$ cat src/sv/klp_pkg.sv
// ----------------------------------------------------------------------------
// klp_pkg
// shared types and constants of the key long-press detector
// ----------------------------------------------------------------------------
package klp_pkg;

  // timestamp arithmetic width
  localparam int TIME_BITS = 32;
  localparam logic [TIME_BITS-1:0] TIME_HALF = {1'b0, {(TIME_BITS-1){1'b1}}};

  // result queue geometry
  localparam int FIFO_DEPTH = 4;
  localparam int PTR_BITS   = $clog2(FIFO_DEPTH);
  localparam int CNT_BITS   = $clog2(FIFO_DEPTH + 1);

  // register indexes on the write port
  localparam logic CFG_LONG_PRESS_MS = 1'b0;
  localparam logic CFG_KEY_CODE      = 1'b1;

  // input kinds
  localparam logic [1:0] KIND_DOWN = 2'd0;
  localparam logic [1:0] KIND_UP   = 2'd1;
  localparam logic [1:0] KIND_TICK = 2'd2;

  // result codes
  localparam logic [1:0] EV_SHORT         = 2'd0;
  localparam logic [1:0] EV_LONG_DETECTED = 2'd1;
  localparam logic [1:0] EV_LONG_RELEASED = 2'd2;

  // results of one event, second one is always the final one
  typedef struct packed {
    logic [1:0] count;
    logic [1:0] ev0;
    logic       last0;
    logic [1:0] ev1;
  } klp_res_t;

endpackage

$ cat src/sv/klp_classifier.sv
// ----------------------------------------------------------------------------
// klp_classifier
// press mode tracking, elapsed-time test and result generation per event
// ----------------------------------------------------------------------------
module klp_classifier (
  input  logic                          clk,
  input  logic                          rst,
  input  logic                          fire,
  input  logic [1:0]                    kind,
  input  logic [klp_pkg::TIME_BITS-1:0] now,
  input  logic [15:0]                   delay,
  output klp_pkg::klp_res_t             res
);

  typedef enum logic [1:0] {
    MODE_RELEASED = 2'd0,
    MODE_HELD     = 2'd1,
    MODE_TIMEOUT  = 2'd2
  } mode_t;

  mode_t                          mode;
  mode_t                          mode_next;
  logic [klp_pkg::TIME_BITS-1:0]  hold_start;
  logic [klp_pkg::TIME_BITS-1:0]  hold_start_next;

  logic [klp_pkg::TIME_BITS-1:0]  delay_ext;
  logic [klp_pkg::TIME_BITS-1:0]  end_a;
  logic [klp_pkg::TIME_BITS-1:0]  start_h;
  logic [klp_pkg::TIME_BITS-1:0]  now_h;
  logic [klp_pkg::TIME_BITS-1:0]  end_h;
  logic                           direct;
  logic                           elapsed;
  klp_pkg::klp_res_t              res_c;

  // modular elapsed test, shifted by half range when the plain compare is unsafe
  always_comb begin
    delay_ext = {{(klp_pkg::TIME_BITS-16){1'b0}}, delay};
    end_a     = hold_start + delay_ext;
    start_h   = hold_start + klp_pkg::TIME_HALF;
    now_h     = now + klp_pkg::TIME_HALF;
    end_h     = start_h + delay_ext;
    direct    = (hold_start < now) && (hold_start <= end_a);
    elapsed   = direct ? (end_a < now) : (end_h < now_h);
  end

  always_comb begin
    mode_next       = mode;
    hold_start_next = hold_start;
    res_c.count     = 2'd0;
    res_c.ev0       = klp_pkg::EV_SHORT;
    res_c.last0     = 1'b1;
    res_c.ev1       = klp_pkg::EV_LONG_RELEASED;
    case (mode)
      MODE_HELD: begin
        if (kind == klp_pkg::KIND_UP) begin
          mode_next = MODE_RELEASED;
          if (elapsed) begin
            res_c.count = 2'd2;
            res_c.ev0   = klp_pkg::EV_LONG_DETECTED;
            res_c.last0 = 1'b0;
          end else begin
            res_c.count = 2'd1;
          end
        end else if (kind == klp_pkg::KIND_TICK && elapsed) begin
          mode_next   = MODE_TIMEOUT;
          res_c.count = 2'd1;
          res_c.ev0   = klp_pkg::EV_LONG_DETECTED;
        end
      end
      MODE_TIMEOUT: begin
        if (kind == klp_pkg::KIND_UP) begin
          mode_next   = MODE_RELEASED;
          res_c.count = 2'd1;
          res_c.ev0   = klp_pkg::EV_LONG_RELEASED;
        end
      end
      default: begin
        if (kind == klp_pkg::KIND_DOWN) begin
          mode_next       = MODE_HELD;
          hold_start_next = now;
        end
      end
    endcase
  end

  always_ff @(posedge clk) begin
    if (rst) begin
      mode       <= MODE_RELEASED;
      hold_start <= '0;
    end else if (fire) begin
      mode       <= mode_next;
      hold_start <= hold_start_next;
    end
  end

  always_comb begin
    res       = res_c;
    res.count = fire ? res_c.count : 2'd0;
  end

  a_down_loads_start: assert property (@(posedge clk) disable iff (rst)
    (fire && mode == MODE_RELEASED && kind == klp_pkg::KIND_DOWN)
      |=> (mode == MODE_HELD && hold_start == $past(now)))
    else $error("key-down did not start a hold");

  a_two_only_on_held_up: assert property (@(posedge clk) disable iff (rst)
    (res.count == 2'd2) |-> (mode == MODE_HELD && kind == klp_pkg::KIND_UP))
    else $error("two results outside a key-up in held mode");

  a_idle_keeps_state: assert property (@(posedge clk) disable iff (rst)
    !fire |=> ($stable(mode) && $stable(hold_start)))
    else $error("state changed without an event");

  a_timeout_from_held: assert property (@(posedge clk) disable iff (rst)
    (mode == MODE_TIMEOUT && $past(mode) != MODE_TIMEOUT)
      |-> ($past(mode) == MODE_HELD && $past(kind) == klp_pkg::KIND_TICK))
    else $error("timeout mode entered without a tick while held");

endmodule

$ cat src/sv/klp_result_fifo.sv
// ----------------------------------------------------------------------------
// klp_result_fifo
// small result queue, up to two pushes and one pop per cycle
// ----------------------------------------------------------------------------
module klp_result_fifo (
  input  logic              clk,
  input  logic              rst,
  input  klp_pkg::klp_res_t push,
  input  logic              pop,
  output logic              valid,
  output logic [1:0]        ev,
  output logic              last,
  output logic              room2
);

  logic [2:0]                   mem [klp_pkg::FIFO_DEPTH];
  logic [klp_pkg::PTR_BITS-1:0] wp;
  logic [klp_pkg::PTR_BITS-1:0] rp;
  logic [klp_pkg::CNT_BITS-1:0] count;
  logic [klp_pkg::PTR_BITS-1:0] wp1;

  assign wp1   = wp + klp_pkg::PTR_BITS'(1);
  assign valid = (count != '0);
  assign ev    = mem[rp][2:1];
  assign last  = mem[rp][0];
  assign room2 = (count <= klp_pkg::CNT_BITS'(klp_pkg::FIFO_DEPTH - 2));

  always_ff @(posedge clk) begin
    if (rst) begin
      wp    <= '0;
      rp    <= '0;
      count <= '0;
    end else begin
      wp    <= wp + klp_pkg::PTR_BITS'(push.count);
      rp    <= rp + klp_pkg::PTR_BITS'(pop);
      count <= count + klp_pkg::CNT_BITS'(push.count) - klp_pkg::CNT_BITS'(pop);
    end
  end

  always_ff @(posedge clk) begin
    if (push.count != 2'd0) begin
      mem[wp] <= {push.ev0, push.last0};
    end
    if (push.count == 2'd2) begin
      mem[wp1] <= {push.ev1, 1'b1};
    end
  end

  a_no_overflow: assert property (@(posedge clk) disable iff (rst)
    count <= klp_pkg::CNT_BITS'(klp_pkg::FIFO_DEPTH))
    else $error("result queue overflow");

  a_push_needs_room: assert property (@(posedge clk) disable iff (rst)
    (push.count != 2'd0) |-> room2)
    else $error("push into a queue without room");

  a_no_pop_when_empty: assert property (@(posedge clk) disable iff (rst)
    pop |-> valid)
    else $error("pop from an empty queue");

  a_drain_last: assert property (@(posedge clk) disable iff (rst)
    (count == klp_pkg::CNT_BITS'(1) && pop && push.count == 2'd0) |=> !valid)
    else $error("queue not empty after draining its last entry");

endmodule

$ cat src/sv/key_long_press_detector.sv
// ----------------------------------------------------------------------------
// key_long_press_detector
// classifies presses of one key as short, long detected or long released
// ----------------------------------------------------------------------------
//
//  channel  | signals                                   | direction
//  ---------+-------------------------------------------+----------
//  events   | in_valid, in_ready, kind, time_ms         | in
//  results  | out_valid, out_ready, press_event, key_id, | out
//           | last                                      |
//  config   | cfg_we, cfg_index, cfg_data               | in
//
//  an event is registered on transfer and classified once the queue has room;
//  its results enter a four-entry queue; its head entry drives the outputs
//  one event per cycle is taken while the queue has room for two results;
//  a long key-up gives two results, which leave at one per cycle if out_ready
//  reset clears the press mode, hold timestamp and queue and loads the
//  register defaults (900 ms, key 0)
//  a stalled output fills the queue, then in_ready drops until room2 returns
//
module key_long_press_detector (
  input  logic        clk,
  input  logic        rst,
  // event channel
  input  logic        in_valid,
  output logic        in_ready,
  input  logic [1:0]  kind,
  input  logic [31:0] time_ms,
  // result channel
  output logic        out_valid,
  input  logic        out_ready,
  output logic [1:0]  press_event,
  output logic [7:0]  key_id,
  output logic        last,
  // register writes
  input  logic        cfg_we,
  input  logic        cfg_index,
  input  logic [15:0] cfg_data
);

  // configuration registers
  logic [15:0] long_press_ms;
  logic [7:0]  key_code;

  // event register
  logic        ev_valid;
  logic [1:0]  kind_r;
  logic [31:0] time_r;

  logic              fire;
  logic              room2;
  logic              in_xfer;
  klp_pkg::klp_res_t res;

  // classify the held event once the queue can take both possible results
  assign fire     = ev_valid && room2;
  assign in_ready = !ev_valid || fire;
  assign in_xfer  = in_valid && in_ready;

  always_ff @(posedge clk) begin
    if (rst) begin
      long_press_ms <= 16'd900;
      key_code      <= 8'd0;
    end else if (cfg_we) begin
      case (cfg_index)
        klp_pkg::CFG_LONG_PRESS_MS: long_press_ms <= cfg_data;
        klp_pkg::CFG_KEY_CODE:      key_code      <= cfg_data[7:0];
        default:                    key_code      <= key_code;
      endcase
    end
  end

  always_ff @(posedge clk) begin
    if (rst) begin
      ev_valid <= 1'b0;
    end else if (in_xfer) begin
      ev_valid <= 1'b1;
    end else if (fire) begin
      ev_valid <= 1'b0;
    end
  end

  // payload needs no reset
  always_ff @(posedge clk) begin
    if (in_xfer) begin
      kind_r <= kind;
      time_r <= time_ms;
    end
  end

  klp_classifier u_classifier (
    .clk   (clk),
    .rst   (rst),
    .fire  (fire),
    .kind  (kind_r),
    .now   (time_r[klp_pkg::TIME_BITS-1:0]),
    .delay (long_press_ms),
    .res   (res)
  );

  klp_result_fifo u_result_fifo (
    .clk   (clk),
    .rst   (rst),
    .push  (res),
    .pop   (out_valid && out_ready),
    .valid (out_valid),
    .ev    (press_event),
    .last  (last),
    .room2 (room2)
  );

  // registers must only change while block is idle (unenforced); id is live
  assign key_id = key_code;

endmodule

$ cat config.mk
export PLATFORM = sky130hd
export DESIGN_NAME = key_long_press_detector
export DESIGN_NICKNAME = d
export VERILOG_FILES = /design/src/sv/klp_pkg.sv /design/src/sv/klp_classifier.sv /design/src/sv/klp_result_fifo.sv /design/src/sv/key_long_press_detector.sv
export SDC_FILE = /design/constraint.sdc
export NUM_CORES = 1
export LEC_CHECK = 0
export BUFFER_PORTS_ARGS = -buffer_cell sky130_fd_sc_hd__buf_2
export CAP_MARGIN = 0
export CORE_ASPECT_RATIO = 1.1
export CORE_MARGIN = 2
export CORE_UTILIZATION = 64
export CTS_BUF_LIST = sky130_fd_sc_hd__clkbuf_4
export DETAILED_ROUTE_END_ITERATION = 7
export GPL_TIMING_DRIVEN = 0
export PLACE_DENSITY = 0.84
export SKIP_LAST_GASP = 1
export SLEW_MARGIN = 20
export SYNTH_ARGS = -nofsm -noshare
export SYNTH_HDL_FRONTEND = slang
export SYNTH_SLANG_ARGS = --single-unit
$ cat constraint.sdc
create_clock -name clk -period 9.2 [get_ports clk]
set_input_delay 1.84 -clock clk [delete_from_list [all_inputs] [get_ports clk]]
set_output_delay 1.84 -clock clk [all_outputs]
set_load 0.005 [all_outputs]
* After elaboration in Yosys (flattened, before gate mapping)
Memory sizes are Yosys's and may differ from the RTL's. A register that Yosys moved wholly into a read port is not among the register bits.
Index checks and enable logic that the tools add are counted.
** Cells by class
- Reduce and logical (&&, ||, !) cells :: 17
- Add/sub/neg operators :: 9
- Equality and inequality tests :: 7
- Multiplexer cells :: 22
- $lt $le $gt $ge :: 5
- Bitwise logic cells :: 2
** Operators with widths (number)
- 32-bit < comparator :: 3
- 32-bit by 16-bit adder with 32-bit output :: 2
- 32-bit by 31-bit adder with 32-bit output (second input constant) :: 2
- 32-bit <= comparator :: 1
- 2-bit two-way mux :: 8
- 1-bit two-way mux :: 9
- 4-bit one-hot mux with 2 select lines :: 1
- 2-bit == test (second input constant) :: 3
- 3-bit two-way mux :: 2
- 3-bit nonzero test :: 2
- 1-bit logical AND :: 5
- 2-bit by 1-bit == test with 1-bit output (second input constant) :: 2
- 4-bit two-way mux :: 1
- 2-bit one-hot mux with 2 select lines :: 1
- 2-bit AND reduction :: 2
- 4-bit AND reduction :: 1
- 2-bit nonzero test :: 2
- 3-bit by 2-bit adder with 3-bit output :: 1
- 3-bit by 2-bit <= comparator with 1-bit output (second input constant) :: 1
- 3-bit by 1-bit != test with 1-bit output (second input constant) :: 1
- 3-bit AND reduction :: 1
- 3-bit by 1-bit subtractor with 3-bit output :: 1
- 2-bit by 1-bit adder with 2-bit output :: 1
- 2-bit by 1-bit adder with 2-bit output (second input constant) :: 1
- 7 further kinds :: 8
** Storage, ports and cells
- RAM bits :: 12
- Memories kept :: 1
- Flip-flop bits (word level) :: 100
- Input bits :: 56
- Word-level logic and storage cells :: 73
** Memory list
- u_result_fifo.mem :: words 4, bits a word 3, read ports 1, clocked after Yosys merged registers in 1, wr ports 2, RTL line klp_result_fifo.sv:16 : logic [2:0] mem [klp_pkg::FIFO_DEPTH];

* Longest topological paths before layout
- Depth in word-level cells :: 12
- Depth in mapped cells :: 34
- Mapped depth without buffers :: 34

* By module
A second synthesis with hierarchy kept.
** Unflattened totals
- Cell total of the unflattened synthesis :: 1260
- Area, all modules :: 10797.9 um^2
** By module, submodules not included
- klp_classifier :: times used 1, cells each 1028, area an instance 7704.9 um^2
- key_long_press_detector :: times used 1, cells each 141, area an instance 2100.8 um^2
- klp_result_fifo :: times used 1, cells each 91, area an instance 992.2 um^2

* Least setup slack after synthesis
OpenSTA, ideal clock, no wires.
- Path kind :: flip-flop to flip-flop
- Start :: register long_press_ms[0]
- End :: register u_result_fifo.count[2] (netlist bit)
- Data arrival time :: 6.234 ns
- Path slack :: 2.839 ns
- Library setup time :: 0.128 ns
- Clock period less this slack :: 6.361 ns
- Data required time :: 9.072 ns
- Stages on the path, launching flop included :: 33
- Cell sequence :: dfxtp_1 -> ha_1 -> inv_1 -> fa_1 -> nor2b_1 -> o21ai_0 -> a21oi_1 -> o21ai_0 -> a21oi_1 -> o21ai_0 -> a21oi_1 -> o21a_1 -> o21ai_0 -> o21ai_0 -> a21oi_1 -> o21bai_1 -> ha_1 -> ha_1 -> a21o_1 -> a21o_1 -> a21o_1 -> a21o_1 -> a211o_1 -> a21oi_1 -> o31ai_1 -> a221oi_2 -> mux2i_2 -> or4_1 -> ha_1 -> fa_1 -> xnor2_1 -> xnor2_1 -> nor2_1
** Between the ends
- Cells in the longest elaborated chain, start to end :: 11
- Elaborated cells between the ends (all ways) :: 15
** RTL lines
- from (decl) :: RTL line key_long_press_detector.sv:42 : logic [15:0] long_press_ms;
- from (signal assigned) :: RTL line key_long_press_detector.sv:66 : klp_pkg::CFG_LONG_PRESS_MS: long_press_ms <= cfg_data;
- 32-bit by 16-bit adder with 32-bit output :: RTL line klp_classifier.sv:38 : end_a = hold_start + delay_ext;
- 32-bit <= comparator :: RTL line klp_classifier.sv:42 : direct = (hold_start < now) && (hold_start <= end_a);
- 1-bit logical AND :: RTL line klp_classifier.sv:42
- 1-bit two-way mux * :: RTL line klp_classifier.sv:43 : elapsed = direct ? (end_a < now) : (end_h < now_h);
- 1-bit logical AND :: RTL line klp_classifier.sv:64 : end else if (kind == klp_pkg::KIND_TICK && elapsed) begin
- 3-bit two-way mux :: RTL line klp_classifier.sv:64
- 4-bit two-way mux * :: RTL line klp_classifier.sv:55 : if (kind == klp_pkg::KIND_UP) begin
- 4-bit one-hot mux with 2 select lines * :: RTL line klp_classifier.sv:53 : case (mode)
- 2-bit two-way mux * :: RTL line klp_classifier.sv:98 : res.count = fire ? res_c.count : 2'd0;
- 3-bit by 2-bit adder with 3-bit output * :: RTL line klp_result_fifo.sv:36 : count <= count + klp_pkg::CNT_BITS'(push.count) - klp_pkg::CNT_BITS'(pop);
- 3-bit by 1-bit subtractor with 3-bit output * :: RTL line klp_result_fifo.sv:36
- to (signal assigned) :: RTL line klp_result_fifo.sv:36
- to (decl) :: RTL line klp_result_fifo.sv:19 : logic [klp_pkg::CNT_BITS-1:0] count;
Every way passes the cells marked *; elsewhere a longest branch is shown, timed or not.
A chain may end at the register's enable or synchronous reset.

* Worst setup path in the final report
- Start :: register u_classifier.hold_start[8] (netlist bit)
- End :: register u_result_fifo.count[2] (netlist bit)
** Between the ends
- Cells in the longest elaborated chain, start to end :: 11
- Elaborated cells between the ends (all ways) :: 17
** RTL lines
- from (decl) :: RTL line klp_classifier.sv:23 : logic [klp_pkg::TIME_BITS-1:0] hold_start;
- from (signal assigned) :: RTL line klp_classifier.sv:92 : hold_start <= hold_start_next;
- 32-bit by 31-bit adder with 32-bit output / 32-bit by 16-bit adder with 32-bit output (equally long branches) :: RTL line klp_classifier.sv:39, klp_classifier.sv:38
- 32-bit by 16-bit adder with 32-bit output / 32-bit <= comparator (equally long branches) :: RTL line klp_classifier.sv:41, klp_classifier.sv:42
- 32-bit < comparator / 1-bit logical AND (equally long branches) :: RTL line klp_classifier.sv:43, klp_classifier.sv:42
- 1-bit two-way mux * :: RTL line klp_classifier.sv:43
- 1-bit logical AND :: RTL line klp_classifier.sv:64
- 3-bit two-way mux :: RTL line klp_classifier.sv:64
- 4-bit two-way mux * :: RTL line klp_classifier.sv:55
- 4-bit one-hot mux with 2 select lines * :: RTL line klp_classifier.sv:53
- 2-bit two-way mux * :: RTL line klp_classifier.sv:98
- 3-bit by 2-bit adder with 3-bit output * :: RTL line klp_result_fifo.sv:36
- 3-bit by 1-bit subtractor with 3-bit output * :: RTL line klp_result_fifo.sv:36
Marks and branches as above.

==> out/results.env <==
GP_CONGESTION=0.9687
DRT-WIRELENGTH-PER-CELL_UM=16.99
AREA_DELTA_SYNTH_FINAL_PCT=7.293
CRIT_REQUIRED_PS=9580
CRIT_SHARE_POST_ROUTE=0.8811
YOSYS_WARNINGS=0
WORST_SETUP_PATH_STARTPOINT='u_classifier.hold_start[8]$_SDFFE_PP0P_'
CTS_BUFFERS=9
ANTENNA_VIOLATING_NETS_POST_ROUTE=0
MAXIMUM_NUMBER_OF_PINS_ON_ONE_NET_BEFORE_GLOBAL_ROUTE_REPAIR=21
NNETSFINAL=1637
YS_TOP_CELLS_BY_AREA='sky130_fd_sc_hd__ha_1 24%, sky130_fd_sc_hd__dfxtp_1 15%, sky130_fd_sc_hd__edfxtp_1 9.6%, sky130_fd_sc_hd__xnor2_1 6.2%, sky130_fd_sc_hd__a21oi_1 5.8%'
DETAIL_ROUTE.WIRELENGTH_MM=26.96
RSZ0062_AT_GRT='no'
STARTPOINT_TYPE='flop'
SYNTH_LARGEST_AREA_CELL='sky130_fd_sc_hd__ha_1'
DRT-VIAS-PER-INSTANCE=6.013
POST_SYNTH.CELL_AREA_AVG_UM2=8.214
STATUS='finished, final reports clean'
FINAL_LAYOUT_SIZE_SUFFIX_GT1_FRAC=0.08249
GRT_FIRST_PASS_WIRELENGTH_MM=44.04
CP_DATA_ARRIVAL_TIME_PS=8490
INSTANCES_NO_FILL=1587
CTS_TREE='built'
GRT_USAGE=0.3037
DOMINANTREGCELLSYNTH='sky130_fd_sc_hd__dfxtp_1'
WORST_PATH_MOST_REPEATED_CELL='sky130_fd_sc_hd__ha_1'
ACHIEVABLE-FREQUENCY_GHz=0.1234
CRITPATHMAXFANOUT=8
CTS_HOLD_REPAIR.BUFFERS=0
FINALHOLDVIOLCOUNT=0
IO_BUFFER_COUNT=68
SETUP_VIOLATIONS=0
YS_SEQ_AREA_FRAC=0.2424
LAYOUT_MIN_CYCLE_TIME_PS=8106
SYNTH-SEQ-CELLS=112
P_PER_AREA_nW_PER_UM2=138.0
PLACE.DETAILED.INSTANCES=1570
DP_HPWL_MM=22.06
VIAS=9543
TIMING.HOLD.WORST.START='key_id[1]$_SDFFE_PP0P_'
NUMCLOCKSINKS=112
ASR_FLOP_RATIO_SYNTH=0
FINALSETUPTNS_PS=0
POSTLAYOUTCOREUTIL=0.7009
DRV.MAX_CAP_VIOLATION_COUNT=0
FIRST_GLOBAL_VIAS=9341
TIMING.CRITICAL_PATH.SLOWEST_STAGE_CELL='sky130_fd_sc_hd__a221oi_2'
SKEW_PAIR_LATE_INSERTION_DELAY_PS=490
DIE-AREA_UM2=17700
YOSYS.AREA.TOP_TYPE_SHARE=0.2361
WORST_CLOCK_SKEW_PS=22.77
FP.COREAREA_UM2=16310
REG2REG_FROM='u_classifier.hold_start[8]$_SDFFE_PP0P_'
SETUP.WORST_PATH.CLASS='reg2reg'
TIMING.MAX_SLEW.REL_SLACK=0.3961
CLOCKBUFFERDEPTH=2
TIMING_WORST_SLEW_PIN_VALUE_PS=883.1
CTS-RESIZED-GATES=0
INITIAL_CORE_UTIL=0.6533
SYNTH.DISTINCT_CELLS=66
NUM_ROWS=49
VDD_IR_DROP_MAX_uV=162.5
NUMBER_OF_SETUP_BUFFERS_ADDED_AFTER_CTS=0
CRITPATHMAXSTAGEDELAY_PS=620
CTS.CLK_SLEW.WORST_PATHS_PS=190
TOTAL_LEAKAGE_POWER_nW=5.347
ITERATION_COUNT_OF_THE_INITIAL_DETAILED_ROUTING_PASS=5
SYNTH_ENABLE_FLOP_CELLS=34
CTS_ROOT_BUF='sky130_fd_sc_hd__clkbuf_4'
GRT_ANTENNA_BEFORE_REPAIR=1
SYN_AREA_UM2=10650
CRITICAL_PATH.ENDPOINT_TYPE='flop'
DRC=0
FILL_CELLS=1297
FP.DIEH_UM=139.3
NUM_IO_PINS=69
GLOBALROUTE.TOTALOVERFLOW=0
H-TREE-DEPTH=3
FINALMAXSLEWVIOLATIONS=0
MAPPEDNETLISTNETS=1557
POST_SYNTH_INST_COUNT=1297
DIE_WIDTH_UM=127.0
DRT_ITER0_DRC=618
WORST_HOLD_PATH_TYPE='reg2reg'
==> layout by cell type, fill, tap and decap left out, types with 13 or more instances in the layout <==
master,n
sky130_fd_sc_hd__inv_1,157
sky130_fd_sc_hd__xnor2_1,76
sky130_fd_sc_hd__buf_2,69
sky130_fd_sc_hd__dfxtp_1,78
sky130_fd_sc_hd__nand2_1,152
sky130_fd_sc_hd__o21ai_0,42
sky130_fd_sc_hd__nand4_1,21
sky130_fd_sc_hd__nor4_1,15
sky130_fd_sc_hd__o21a_1,13
sky130_fd_sc_hd__a21oi_1,123
sky130_fd_sc_hd__clkbuf_1,21
sky130_fd_sc_hd__nor2_1,70
sky130_fd_sc_hd__nand3_1,29
sky130_fd_sc_hd__nor3_1,22
sky130_fd_sc_hd__nor2b_1,16
sky130_fd_sc_hd__a21o_1,46
sky130_fd_sc_hd__ha_1,201
sky130_fd_sc_hd__nand2b_1,15
sky130_fd_sc_hd__edfxtp_1,34
==> metal layers <==
layer  vias up  share of wire  track usage
met3        61          0.075      0.04883
met2       343           0.45       0.5003
met5         -              0            0
met1      4430           0.44       0.4070
li1       4709              -            -
met4         0          0.029       0.1006
==> path summary, 6_finish.rpt <==
check                                                          to  slack [ps]  cells after the start
worst max-delay path            u_result_fifo.count[2]$_SDFF_PP0_        1090                     27
worst min-delay path                       key_id[1]$_SDFFE_PP0P_         470                      2
worst max register to register  u_result_fifo.count[2]$_SDFF_PP0_        1090                     27
worst min register to register             key_id[1]$_SDFFE_PP0P_         470                      2
==> final cells by class <==
| type | count | area (µm²) | share of cell area |
|---|---|---|---|
| buffer | 23 | 87.58 | 0.007662 |
| timing repair buffer | 69 | 367.9 | 0.03218 |
| tap | 204 | 255.2 | 0.02233 |
| multi-input combinational | 1004 | 7392 | 0.6467 |
| inverter | 158 | 593.1 | 0.05188 |
| clock buffer | 9 | 67.56 | 0.005911 |
| antenna | 1 | 2.502 | 0.0002189 |
| clock inverter | 7 | 82.58 | 0.007224 |
| sequential | 112 | 2582 | 0.2259 |
==> sequential cells by signal, indices dropped and copies added, names as in the netlist <==
signal and flops:
time_r 32, u_result_fifo.count 3, u_result_fifo.wp 2, u_result_fifo.mem 12, u_result_fifo.rp 2, u_classifier.hold_start 32, key_id 8, u_classifier.mode 2
ev_valid 1, long_press_ms 16, kind_r 2
==> synth_stat cells (4+ instances only) <==
| cell | instances |
|---|---|
| sky130_fd_sc_hd__nor3_1 | 22 |
| sky130_fd_sc_hd__o21a_1 | 13 |
| sky130_fd_sc_hd__edfxtp_1 | 34 |
| sky130_fd_sc_hd__nand2_1 | 152 |
| sky130_fd_sc_hd__or3_1 | 9 |
| sky130_fd_sc_hd__nor2b_1 | 16 |
| sky130_fd_sc_hd__or4_1 | 5 |
| sky130_fd_sc_hd__o22a_1 | 4 |
| sky130_fd_sc_hd__inv_1 | 157 |
| sky130_fd_sc_hd__o21bai_1 | 9 |
| sky130_fd_sc_hd__mux2_2 | 6 |
| sky130_fd_sc_hd__mux2i_1 | 8 |
| sky130_fd_sc_hd__or2_2 | 9 |
| sky130_fd_sc_hd__nand4_1 | 21 |
| sky130_fd_sc_hd__and2_1 | 6 |
| sky130_fd_sc_hd__and3_1 | 9 |
| sky130_fd_sc_hd__dfxtp_1 | 78 |
| sky130_fd_sc_hd__o211ai_1 | 11 |
| sky130_fd_sc_hd__xnor2_1 | 76 |
| sky130_fd_sc_hd__a211o_1 | 7 |
| sky130_fd_sc_hd__nor4_1 | 15 |
| sky130_fd_sc_hd__a21oi_1 | 123 |
| sky130_fd_sc_hd__a2111oi_0 | 6 |
| sky130_fd_sc_hd__o31ai_1 | 7 |
| sky130_fd_sc_hd__a21o_1 | 46 |
| sky130_fd_sc_hd__o21ai_0 | 42 |
| sky130_fd_sc_hd__nand3_1 | 29 |
| sky130_fd_sc_hd__ha_1 | 201 |
| sky130_fd_sc_hd__nor2_1 | 70 |
| sky130_fd_sc_hd__a211oi_1 | 4 |
| sky130_fd_sc_hd__nand2b_1 | 15 |
| sky130_fd_sc_hd__xor2_1 | 10 |
| sky130_fd_sc_hd__clkbuf_1 | 21 |
==> per-stage QoR <==
| stage | setup WS, ps | instance area [µm²] | total power [mW] | hold slack (ps) |
|---|---|---|---|---|
| final | 1094 | 11430 | 1.578 | 467.0 |
| after global routing | 721.3 | 11430 | 1.684 | 486.7 |
| after global placement | 1286 | 11250 | 1.276 | 440.4 |
| after floorplan | 2839 | 10650 | 1.120 | 432.5 |
| after CTS | 1150 | 11430 | 1.569 | 467.5 |
| after detailed placement | 1253 | 11280 | 1.309 | 446.8 |
==> critical path, delay by kind of cell (launching register included) <==
family / cells / cell delay, ps
simple gates: 9 / 2100
buf+inv: 2 / 170
mux: 1 / 290
fa+ha+maj: 5 / 1860
flops: 1 / 470
xor+xnor: 2 / 330
compound gates: 8 / 2750
==> cell families (layout without fill, tap and decap cells) <==
kind of cell / count (synthesis) / count (layout) / share of synthesized area
and+or+nand+nor: 392 / 392 / 0.1756
AOI/OAI and AO/OA: 304 / 304 / 0.1843
adders and majority gates: 204 / 204 / 0.2417
buffers and inverters: 181 / 266 / 0.06389
DFF: 112 / 112 / 0.2424
xor gates and xnor gates: 86 / 86 / 0.07070
muxes: 18 / 18 / 0.02149
other: 0 / 1 / 0
==> power by group <==
| group | leakage [nW] | switching, mW | internal [mW] |
|---|---|---|---|
| clock | 0.0729 | 0.174 | 0.0856 |
| sequential | 0.965 | 0.0500 | 0.548 |
| combinational | 4.31 | 0.396 | 0.324 |
| total | 5.35 | 0.621 | 0.957 |
Note: power is estimated with default switching activity, not from simulation.
